[src/hw/rtl/mp3si_pkg.sv]
// Package for the MPEG-1 Layer III side-information parser.
// Holds field widths, frame constants, the granule record type and its unpacker.
// No dependencies.
`default_nettype none

package mp3si_pkg;

	localparam int unsigned BUF_BITS    = 72;
	localparam int unsigned CNT_W       = 7;
	localparam int unsigned REC_BITS    = 59;
	localparam int unsigned OUT_DATA_W  = 88;
	localparam int unsigned OUT_USER_W  = 2;

	localparam logic [CNT_W-1:0] BYTE_BITS      = 7'd8;
	localparam logic [CNT_W-1:0] HDR_BITS_MONO  = 7'd18;
	localparam logic [CNT_W-1:0] HDR_BITS_STRO  = 7'd20;
	localparam logic [CNT_W-1:0] REC_BITS_C     = 7'd59;
	localparam logic [2:0]       RECS_MONO      = 3'd2;
	localparam logic [2:0]       RECS_STRO      = 3'd4;
	localparam logic [1:0]       BT_SHORT       = 2'd2;
	localparam logic [3:0]       R0_SHORT       = 4'd8;
	localparam logic [3:0]       R0_OTHER       = 4'd7;
	localparam logic [4:0]       REGION_SUM     = 5'd20;

	typedef struct packed {
		logic [11:0] part2_3_length;
		logic [8:0]  big_values;
		logic [7:0]  global_gain;
		logic [3:0]  scalefac_compress;
		logic [1:0]  block_type;
		logic [4:0]  flags;
		logic [14:0] table_selects;
		logic [8:0]  subblock_gains;
		logic [7:0]  region_counts;
	} gr_rec_t;

	// Split one 59-bit granule/channel record, first bit in bit 58.
	function automatic gr_rec_t unpack_record(input logic [REC_BITS-1:0] r);
		gr_rec_t    o;
		logic       ws;
		logic       mixed;
		logic [1:0] bt;
		logic [3:0] r0;
		logic [4:0] r1;
		ws    = r[25];
		bt    = r[24:23];
		mixed = r[22];
		o.part2_3_length    = r[58:47];
		o.big_values        = r[46:38];
		o.global_gain       = r[37:30];
		o.scalefac_compress = r[29:26];
		if (ws) begin
			r0 = (bt == BT_SHORT && !mixed) ? R0_SHORT : R0_OTHER;
			r1 = REGION_SUM - {1'b0, r0};
			o.block_type     = bt;
			o.flags          = {1'b1, mixed, r[2:0]};
			o.table_selects  = {r[21:12], 5'd0};
			o.subblock_gains = r[11:3];
			o.region_counts  = {r0, r1[3:0]};
		end else begin
			o.block_type     = 2'd0;
			o.flags          = {2'b00, r[2:0]};
			o.table_selects  = r[24:10];
			o.subblock_gains = 9'd0;
			o.region_counts  = {r[9:6], 1'b0, r[5:3]};
		end
		return o;
	endfunction

endpackage

`default_nettype wire

[src/hw/rtl/mp3_side_info_parser.sv]
// MPEG-1 Layer III side-information parser, top level.
// Uses mp3si_pkg for constants, the record type and the record unpacker.
// Usage:
//   Slave stream: one side-info byte per request, MSB first. tuser[0] marks
//   the first byte of a frame and restarts the parse; tuser[1] is the mono
//   flag, sampled with that first byte. Mono frames use 17 bytes, stereo 32.
//   Bytes outside a frame (before a start, or after the last record) are
//   accepted and dropped.
//   Master stream: one request per granule/channel record, emitted for the
//   byte that completes it; tuser carries the slot (granule*2 + channel).
//   Pipeline: input register, then result register; the record is written to the
//   result register when its last byte advances out of the input register.
//   Throughput: one byte per cycle while the receiver does not stall; the 72-bit
//   bit buffer and its counter are updated once per accepted in-frame byte.
//   Reset clears the pipeline valids and all parse state but the bit buffer; no frame is active.
//   When the receiver stalls, the held record stays valid, the input
//   register takes at most one more byte and then tready stays low.
`default_nettype none

module mp3_side_info_parser
	import mp3si_pkg::*;
(
	input  wire logic                  clk,
	input  wire logic                  arst_n,
	input  wire logic                  s_axis_tvalid,
	output logic                       s_axis_tready,
	// [7:0] data_byte
	input  wire logic [7:0]            s_axis_tdata,
	// [0] frame_start, [1] mono
	input  wire logic [1:0]            s_axis_tuser,
	output logic                       m_axis_tvalid,
	input  wire logic                  m_axis_tready,
	// [8:0] main_data_begin, [12:9] scfsi, [24:13] part2_3_length,
	// [33:25] big_values, [41:34] global_gain, [45:42] scalefac_compress,
	// [47:46] block_type, [52:48] flags, [67:53] table_selects,
	// [76:68] subblock_gains, [84:77] region_counts, [87:85] zero
	output logic [OUT_DATA_W-1:0]      m_axis_tdata,
	// [1:0] slot
	output logic [OUT_USER_W-1:0]      m_axis_tuser
);

	logic                  valid_s1;
	logic [7:0]            byte_s1;
	logic [1:0]            user_s1;

	logic [BUF_BITS-1:0]   buf_q;
	logic [CNT_W-1:0]      bit_count_q;
	logic                  header_done_q;
	logic [2:0]            next_slot_q;
	logic                  mono_q;
	logic                  active_q;
	logic [8:0]            mdb_q;
	logic [7:0]            scfsi_q;

	logic                  valid_s2;
	logic [OUT_DATA_W-1:0] data_s2;
	logic [OUT_USER_W-1:0] user_s2;

	logic                  s2_free;
	logic                  adv;
	logic                  start;
	logic                  act;
	logic [CNT_W-1:0]      bc0;
	logic [CNT_W-1:0]      bc1;
	logic [CNT_W-1:0]      bc2;
	logic                  hd0;
	logic [2:0]            ns0;
	logic                  mm;
	logic [CNT_W-1:0]      hdr_len;
	logic [2:0]            recs;
	logic [BUF_BITS-1:0]   buf_n;
	logic                  hdr_take;
	logic                  rec_take;
	logic [BUF_BITS-1:0]   hdr_sh;
	logic [BUF_BITS-1:0]   rec_sh;
	logic [8:0]            hdr_mdb;
	logic [7:0]            hdr_scfsi;
	gr_rec_t               rec;
	logic [1:0]            slot;
	logic [3:0]            ch_scfsi;
	logic [2:0]            ns_inc;

	assign s2_free       = !valid_s2 || m_axis_tready;
	assign adv           = valid_s1 && s2_free;
	assign s_axis_tready = !valid_s1 || s2_free;

	assign start   = user_s1[0];
	assign act     = start || active_q;
	assign bc0     = start ? '0 : bit_count_q;
	assign hd0     = start ? 1'b0 : header_done_q;
	assign ns0     = start ? 3'd0 : next_slot_q;
	assign mm      = start ? user_s1[1] : mono_q;
	assign hdr_len = mm ? HDR_BITS_MONO : HDR_BITS_STRO;
	assign recs    = mm ? RECS_MONO : RECS_STRO;
	assign buf_n   = {buf_q[BUF_BITS-9:0], byte_s1};
	assign bc1     = bc0 + BYTE_BITS;

	assign hdr_take  = !hd0 && (bc1 >= hdr_len);
	assign hdr_sh    = buf_n >> (bc1 - hdr_len);
	assign hdr_mdb   = mm ? hdr_sh[17:9] : hdr_sh[19:11];
	assign hdr_scfsi = mm ? {hdr_sh[3:0], 4'd0} : hdr_sh[7:0];
	assign bc2       = hdr_take ? (bc1 - hdr_len) : bc1;

	assign rec_take = act && (bc2 >= REC_BITS_C) && (ns0 < recs);
	assign rec_sh   = buf_n >> (bc2 - REC_BITS_C);
	assign rec      = unpack_record(rec_sh[REC_BITS-1:0]);
	assign ns_inc   = ns0 + 3'd1;

	always_comb begin
		if (mm) begin
			slot     = {ns0[0], 1'b0};
			ch_scfsi = scfsi_q[7:4];
		end else begin
			slot     = ns0[1:0];
			ch_scfsi = ns0[0] ? scfsi_q[3:0] : scfsi_q[7:4];
		end
	end

	always_ff @(posedge clk or negedge arst_n) begin
		if (!arst_n) begin
			valid_s1 <= 1'b0;
		end else if (s_axis_tready) begin
			valid_s1 <= s_axis_tvalid;
		end
	end

	always_ff @(posedge clk) begin
		if (s_axis_tready && s_axis_tvalid) begin
			byte_s1 <= s_axis_tdata;
			user_s1 <= s_axis_tuser;
		end
	end

	always_ff @(posedge clk or negedge arst_n) begin
		if (!arst_n) begin
			bit_count_q   <= '0;
			header_done_q <= 1'b0;
			next_slot_q   <= '0;
			mono_q        <= 1'b0;
			active_q      <= 1'b0;
			mdb_q         <= '0;
			scfsi_q       <= '0;
		end else if (adv && act) begin
			bit_count_q   <= rec_take ? (bc2 - REC_BITS_C) : bc2;
			header_done_q <= hd0 || hdr_take;
			next_slot_q   <= rec_take ? ns_inc : ns0;
			mono_q        <= mm;
			active_q      <= !(rec_take && (ns_inc >= recs));
			if (hdr_take) begin
				mdb_q   <= hdr_mdb;
				scfsi_q <= hdr_scfsi;
			end
		end
	end

	always_ff @(posedge clk) begin
		if (adv && act) begin
			buf_q <= buf_n;
		end
	end

	always_ff @(posedge clk or negedge arst_n) begin
		if (!arst_n) begin
			valid_s2 <= 1'b0;
		end else if (s2_free) begin
			valid_s2 <= adv && rec_take;
		end
	end

	always_ff @(posedge clk) begin
		if (adv && rec_take) begin
			user_s2 <= slot;
			data_s2 <= {3'd0, rec.region_counts, rec.subblock_gains, rec.table_selects,
				rec.flags, rec.block_type, rec.scalefac_compress, rec.global_gain,
				rec.big_values, rec.part2_3_length, ch_scfsi, mdb_q};
		end
	end

	assign m_axis_tvalid = valid_s2;
	assign m_axis_tdata  = data_s2;
	assign m_axis_tuser  = user_s2;

	a_count_bound: assert property (@(posedge clk) disable iff (!arst_n)
		bit_count_q <= BUF_BITS[CNT_W-1:0])
		else $error("bit count exceeds buffer");

	a_done_frame: assert property (@(posedge clk) disable iff (!arst_n)
		(!active_q && header_done_q) |-> (next_slot_q == (mono_q ? RECS_MONO : RECS_STRO)))
		else $error("frame ended early");

	a_hdr_clear: assert property (@(posedge clk) disable iff (!arst_n)
		$fell(header_done_q) |-> $past(adv && start))
		else $error("header state cleared without frame start");

	a_rec_after_hdr: assert property (@(posedge clk) disable iff (!arst_n)
		(adv && rec_take) |-> hd0)
		else $error("record taken before header");

endmodule

`default_nettype wire

[config.mk]
export PLATFORM = sky130hd
export DESIGN_NAME = mp3_side_info_parser
export DESIGN_NICKNAME = d
export VERILOG_FILES = /design/src/hw/rtl/mp3si_pkg.sv /design/src/hw/rtl/mp3_side_info_parser.sv
export SDC_FILE = /design/constraint.sdc
export NUM_CORES = 1
export LEC_CHECK = 0
export BUFFER_PORTS_ARGS = -buffer_cell sky130_fd_sc_hd__buf_2
export CAP_MARGIN = 20
export CORE_MARGIN = 3
export CORE_UTILIZATION = 40
export DETAILED_ROUTE_END_ITERATION = 6
export PLACE_DENSITY = 0.6
export SLEW_MARGIN = 40
export SYNTH_ARGS = -nofsm -noshare
export SYNTH_HDL_FRONTEND = slang
export SYNTH_SLANG_ARGS = --single-unit
[constraint.sdc]
create_clock -name clk -period 16.45 [get_ports clk]
set_clock_uncertainty 0.15 [all_clocks]
set_input_delay 2.4675 -clock clk [delete_from_list [all_inputs] [get_ports clk]]
set_output_delay 2.4675 -clock clk [all_outputs]
set_load 0.01 [all_outputs]
==> summary.txt, run 1 <==
Floorplanning
  – I/O Pins: 106
  – Die W: 199 um
  – Core area: 0.0361 mm^2
  – Chip Height: 199 um
  – Num rows: 69
  – Die area: 0.0395 mm^2
  – Initial Util: 41.1%

Worst hold path
  – HP Start: mdb_q[2]
  – Hold path depth: 0
  – Worst hold path type: reg2reg
  – Hold Path Sink: m_axis_tdata[2]

CTS
  – Root Buffer: clkbuf_16
  – Clk slew on worst S/H paths: 0.08 ns
  – Total setup buffers inserted after CTS: 0
  – CTS tree: yes
  – Clock Latency Late Sink: 0.47 ns
  – Cts hold-fix bufs: 0
  – Gates resized, CTS repair: 0
  – Inserted Clock Buffers: 17
  – Clock sink count: 193
  – CTS Buffer Depth: 2
  – H-tree depth: 4

GRT
  – First-pass GRT wire length: 67000 um
  – GR Util All Layers: 22.0%
  – Total gr overflow: 0
  – Number of global-route vias before repair: 11.2k
  – Initial antenna violation count: 0
  – Largest net degree at the start of global routing: 88

Worst setup path
  – CP Class: reg2reg
  – Buf+Inv Stages, Crit Path: 5
  – WP data arrival: 8.65 ns
  – R2R depth: 17
  – Setup crit end kind: register
  – FF-to-FF End: m_axis_tdata[59]
  – Required @ worst endpoint: 16.52 ns
  – CP peak stage delay: 0.79 ns
  – Critical Path Start: user_s1[0]
  – Setup crit start kind: register
  – Flop2flop setup slack: 7.87 ns
  – CP Cell Sequence: buf_4 > mux2i_2 > clkinv_1 > ha_4 > fa_4 > buf_6 > nor2b_1 > a31oi_1 > o22ai_2 > and4_1 > or2_2 > buf_4 > mux2i_1 > mux2_2 > o211a_1 > inv_1 > mux2_2
  – Max Fanout on Critical Path: 66
  – Slowest-stage cell, CP: fa_4
  – RR Startpoint: user_s1[0]
  – Kind of cell adding the most delay to the critical path: buffers and inverters

STA
  – Hold Worst Slack: 0.301 ns
  – Endpoints failing hold: 0
  – TNS Setup: 0 ns
  – Max-slew headroom: 41.2%
  – Max Slew Vio Count: 0
  – RSZ-0062 raised after global routing: false
  – Final worst path period share: 52.2%
  – FMAX: 117 MHz
  – Final setup fails: 0
  – Worst-margin pin slew: 0.880 ns
  – Fin crit period: 8.58 ns

Placement
  – Post-placement cell count: 1921
  – Final GP Congestion: 0.938
  – HPWL Detailed: 33000 um
  – Number of port buffers: 102

Synthesis
  – Sequential fraction of the synthesis area: 38.0%
  – Synthesized area per cell: 10.3 um^2
  – Cell count after synthesis: 1445
  – Synth Register Bits: 193
  – Synth Warn #: 0
  – Ys flop type: edfxtp_1
  – Netlist cell types: 71
  – Number of synthesized flops with an enable pin: 161
  – Synth Cell Area: 0.0148 mm^2
  – Post-synth ARST share: 16.6%

Detailed routing
  – Routed Antenna Nets: 0
  – First drt pass iteration count: 5
  – DR WL/cell: 22.3 um
  – Final WL: 43700 um
  – Post-route DRC: 0
  – Initial drt markers: 1294
  – Via count: 11.7k
  – Via/cell ratio: 5.97

Finish
  – Fillers: 3384
  – Final cell count without fillers: 1954
  – Fraction of layout cells with a size suffix above 1: 18.0%
  – Fin nets: 1505
  – Antenna fix cells: 0
  – Area grow syn2layout: 10.5%

Flow run
  – # Max-Cap Violations: 0

Status
  – Outcome: finished clean
placed cells by master, fill, tap and decap left out, types with 9 or more instances in the layout:
master     Yosys  layout
edfxtp_1     161     161
nor3_1        13      13
inv_1         10       9
a211oi_1      17      17
or3_1         15      15
clkbuf_16      0      18
nand2b_1      45      44
dfrtp_1       32      32
nor2_1       136     135
nand2_1       96      95
o22ai_1       10      10
mux4_2        38      38
o211ai_1      19      19
and2_1        15      15
a21oi_1       46      44
nand3_1       14      14
o21ai_0      125     124
nor2b_1       14      14
buf_2         16     101
buf_4          4      22
a31oi_1       17      17
mux2_2        38      38
mux2i_1      340     339
cells by family after synthesis:
kind of cell | synth area share (%)
multiplexers | 31.6
AND/OR/NAND/NOR | 11.7
AO/OA/AOI/OAI | 12.9
flip-flops | 38.0
buffers and inverters | 3.57
XOR/XNOR | 1.28
adder cells (fa/ha/maj) | 0.978
other | 0.0253
worst max-delay path by stage:
stage,to,slack (ns),cells after the start
4_1_cts,m_axis_tdata[59],7.93,17
6_report,m_axis_tdata[59],7.87,17
5_1_grt,m_axis_tdata[59],7.19,17
3_5_place_dp,m_axis_tdata[59],7.96,17
2_1_floorplan,m_axis_tdata[76],9.62,23
3_3_place_gp,m_axis_tdata[59],7.60,17
cell usage after synthesis, drive strengths merged (12+ instances only):
master | count | area share (%)
a211oi | 17 | 0.86
nor3 | 13 | 0.44
and2 | 15 | 0.63
xnor2 | 12 | 0.76
o21ai | 126 | 4.2
edfxtp | 161 | 33
nand2 | 97 | 2.5
mux4 | 38 | 5.8
nor2 | 136 | 3.4
mux2 | 38 | 2.9
or3 | 15 | 0.63
buf | 46 | 1.5
a31oi | 18 | 0.86
o211ai | 19 | 0.96
a21oi | 46 | 1.6
dfrtp | 32 | 5.4
mux2i | 340 | 23
nor2b | 14 | 0.59
nand2b | 45 | 1.9
clkbuf | 69 | 1.7
nand3 | 14 | 0.47
final cells by class:
class	instances	area [um^2]	share of cell area, %
timing repair buffer	129	741	4.52
clock buffer	18	450	2.75
tap	461	577	3.52
clock inverter	14	151	0.923
sequential	193	5640	34.4
multi-input combinational	1126	8800	53.6
inverter	13	50.0	0.305
through the flow:
step | cell area (um^2) | util, % | setup slack [ns]
detailed placement | 15800 | 43.8 | 7.96
finish | 16400 | 45.5 | 7.87
CTS | 16400 | 45.4 | 7.93
global route | 16400 | 45.5 | 7.19
floorplan | 14900 | - | 9.62
global placement | 15800 | 43.7 | 7.60
worst reg2reg max path, stage by stage, from the launching register on:
cell and delay [ns]:
edfxtp_1 0.33, buf_4 0.27, mux2i_2 0.62, clkinv_1 0.75, ha_4 0.43, fa_4 0.79
buf_6 0.55, nor2b_1 0.22, a31oi_1 0.07, o22ai_2 0.47, and4_1 0.69, or2_2 0.44
buf_4 0.51, mux2i_1 0.17, mux2_2 0.34, o211a_1 0.46, inv_1 0.67, mux2_2 0.41
per-layer routing:
layer,global-route usage [%],share of wire (%),vias to the layer above,wire (um)
met2,34.9,47,395,20300
met3,3.84,6.3,46,2760
met1,31.6,45,5695,19800
li1,-,-,5533,-
met5,0,0,-,0
met4,4.89,1.7,0,722
flip-flops by register name (all words and copies together) (netlist names):
register / flops
scfsi_q: 8
user_s1: 2
m_axis_tdata: 85
valid_s1: 1
mdb_q: 9
m_axis_tvalid: 1
buf_q: 64
bit_count_q: 7
byte_s1: 8
header_done_q: 1
active_q: 1
mono_q: 1
m_axis_tuser: 2
next_slot_q: 3
Power of run 1 is left out: the tool's default activity adds up to more than one toggle a clock period on the data nets, which glitch-free logic cannot reach.
==> inputs of run 2 (changes only) <==
Clock period 16.45 ns to 8.37 ns, I/O delays scaled along.
==> run 2 against run 1 <==
Setup slack worse by 7.0 ns. Register-to-register slack lost 7.0 ns. Via count increased by 0.40%. Final cell count up 0.15%. Sequential share of layout area down 0.10 points. Die area is the same. Maximum frequency grew 14%. First-iteration DRC count is 19% lower. Core utilization is 0.14 points higher. Design area rose by 0.30%. Critical path depth up 3. Routed wire length increased by 2.7%.
==> summary.txt, run 2 (synthesis results as in run 1) <==
Detailed routing
  – Via count: 11.7k (+0.40%)
  – Post-route DRC: 0 (unchanged)
  – First drt pass iteration count: 5 (unchanged)
  – Via/cell ratio: 5.99 (+0.25%)
  – Routed Antenna Nets: 0 (unchanged)
  – Initial drt markers: 1050 (-19%)
  – Final WL: 44800 um (+2.7%)
  – DR WL/cell: 22.9 um (+2.5%)

STA
  – Final setup fails: 0 (unchanged)
  – Max-slew headroom: 39.4% (-1.8 points)
  – Max Slew Vio Count: 0 (unchanged)
  – TNS Setup: 0 ns (unchanged)
  – RSZ-0062 raised after global routing: false
  – Worst-margin pin slew: 0.906 ns (+0.0264 ns)
  – Endpoints failing hold: 0 (unchanged)
  – Fin crit period: 7.52 ns (-1.07 ns)
  – FMAX: 133 MHz (+14%)
  – Final worst path period share: 89.8% (+38 points)

CTS
  – Clock Latency Late Sink: 0.46 ns (about the same)
  – Inserted Clock Buffers: 17 (unchanged)
  – Gates resized, CTS repair: 0 (unchanged)
  – Total setup buffers inserted after CTS: 0 (unchanged)
  – Clk slew on worst S/H paths: 0.08 ns (about the same)
  – Root Buffer: clkbuf_16
  – CTS Buffer Depth: 2 (unchanged)
  – H-tree depth: 4 (unchanged)
  – CTS tree: yes
  – Clock sink count: 193 (unchanged)
  – Cts hold-fix bufs: 0 (unchanged)

Placement
  – Number of port buffers: 102 (unchanged)
  – Final GP Congestion: 0.988 (+5.3%)
  – HPWL Detailed: 34300 um (+4.1%)

GRT
  – GR Util All Layers: 22.8% (+0.76 points)
  – Largest net degree at the start of global routing: 76 (-14%)
  – Initial antenna violation count: 0 (unchanged)
  – Number of global-route vias before repair: 11.5k (+3.0%)
  – Total gr overflow: 0 (unchanged)
  – First-pass GRT wire length: 68900 um (+2.8%)

Finish
  – Antenna fix cells: 0 (unchanged)
  – Leading cell type in the layout, fill and taps excluded: mux2i_1
  – Fraction of layout cells with a size suffix above 1: 18.1% (+0.098 points)
  – Most frequent cells in the layout: mux2i_1 (340), edfxtp_1 (161), nor2_1 (135), o21ai_0 (124), buf_2 (101)
  – Max reg flops: 85 (unchanged)
  – Fin nets: 1508 (+0.20%)
  – Area grow syn2layout: 10.8%

Floorplanning
  – I/O Pins: 106 (unchanged)
  – Chip Height: 199 um (unchanged)
  – Initial Util: 41.1% (unchanged)
  – Die area: 0.0395 mm^2 (unchanged)
  – Core area: 0.0361 mm^2 (unchanged)
  – Die W: 199 um (unchanged)
  – Num rows: 69 (unchanged)

Flow run
  – # Max-Cap Violations: 0 (unchanged)

Worst setup path
  – Setup crit end kind: register
  – Setup crit start kind: register
  – RR Startpoint: user_s1[0]
  – CP Class: reg2reg
  – Critical Path Start: user_s1[0]
  – Required @ worst endpoint: 8.44 ns (-8.08 ns)
  – WP data arrival: 7.58 ns (-1.07 ns)
  – Max Fanout on Critical Path: 26 (-61%)

Worst hold path
  – Worst hold path type: reg2reg
  – HP Start: mdb_q[2]

Status
  – Outcome: finished clean
==> run 2: per-layer routing <==
metal / GRT usage, % / part of all wire, %
met5: 0 / 0
met4: 5.57 / 1.9
met3: 5.49 / 6.7
met1: 31.5 / 45
met2: 36.3 / 46
==> run 2: worst paths after layout <==
check                                        end  slack [ns]  cells past startpoint
worst max-delay path            m_axis_tdata[59]        0.85                     20
worst min-delay path             m_axis_tdata[2]        0.30                      0
worst max register to register  m_axis_tdata[59]        0.85                     20
worst min register to register   m_axis_tdata[2]        0.30                      0
max in group asynchronous         bit_count_q[2]        7.17                      1
min in group asynchronous               mdb_q[0]        0.58                      1
==> run 2: critical path, stage by stage, from the launching register on <==
cell and delay (ns):
edfxtp_1 0.89, mux2i_1 0.32, clkinv_1 0.16, ha_4 0.20, fa_4 0.51, nor2b_1 0.18, nor2_1 0.18, and4_1 0.30
nor2_1 0.35, mux2i_1 0.39, ha_4 0.21, inv_1 0.10, or3_1 0.35, o22ai_1 0.37, a21o_2 0.34, buf_4 0.41
o211a_1 0.23, o21ai_0 0.10, o211a_1 0.41, inv_1 0.68, mux2_2 0.41
==> run 2: area by class of cell <==
| class | count | area (um^2) |
|---|---|---|
| clock buffer | 17 | 425 |
| clock inverter | 15 | 188 |
| fill | 3391 | 19600 |
| inverter | 13 | 50.0 |
| multi-input combinational | 1126 | 8800 |
| sequential | 193 | 5640 |
| tap | 461 | 577 |
| timing repair buffer | 132 | 782 |
==> run 2: metrics by stage <==
step,utilization [%],setup WS [ns],instances,hold WS [ns],cell area (um^2)
floorplan,-,1.54,1447,0.275,14900
global placement,43.7,1.19,1923,0.284,15800
detailed placement,43.9,1.01,1925,0.291,15800
CTS,45.6,0.975,1957,0.310,16400
global route,45.6,0.363,1957,0.327,16500
finish,45.6,0.853,1957,0.304,16500
Power of run 2 is left out for the same reason.
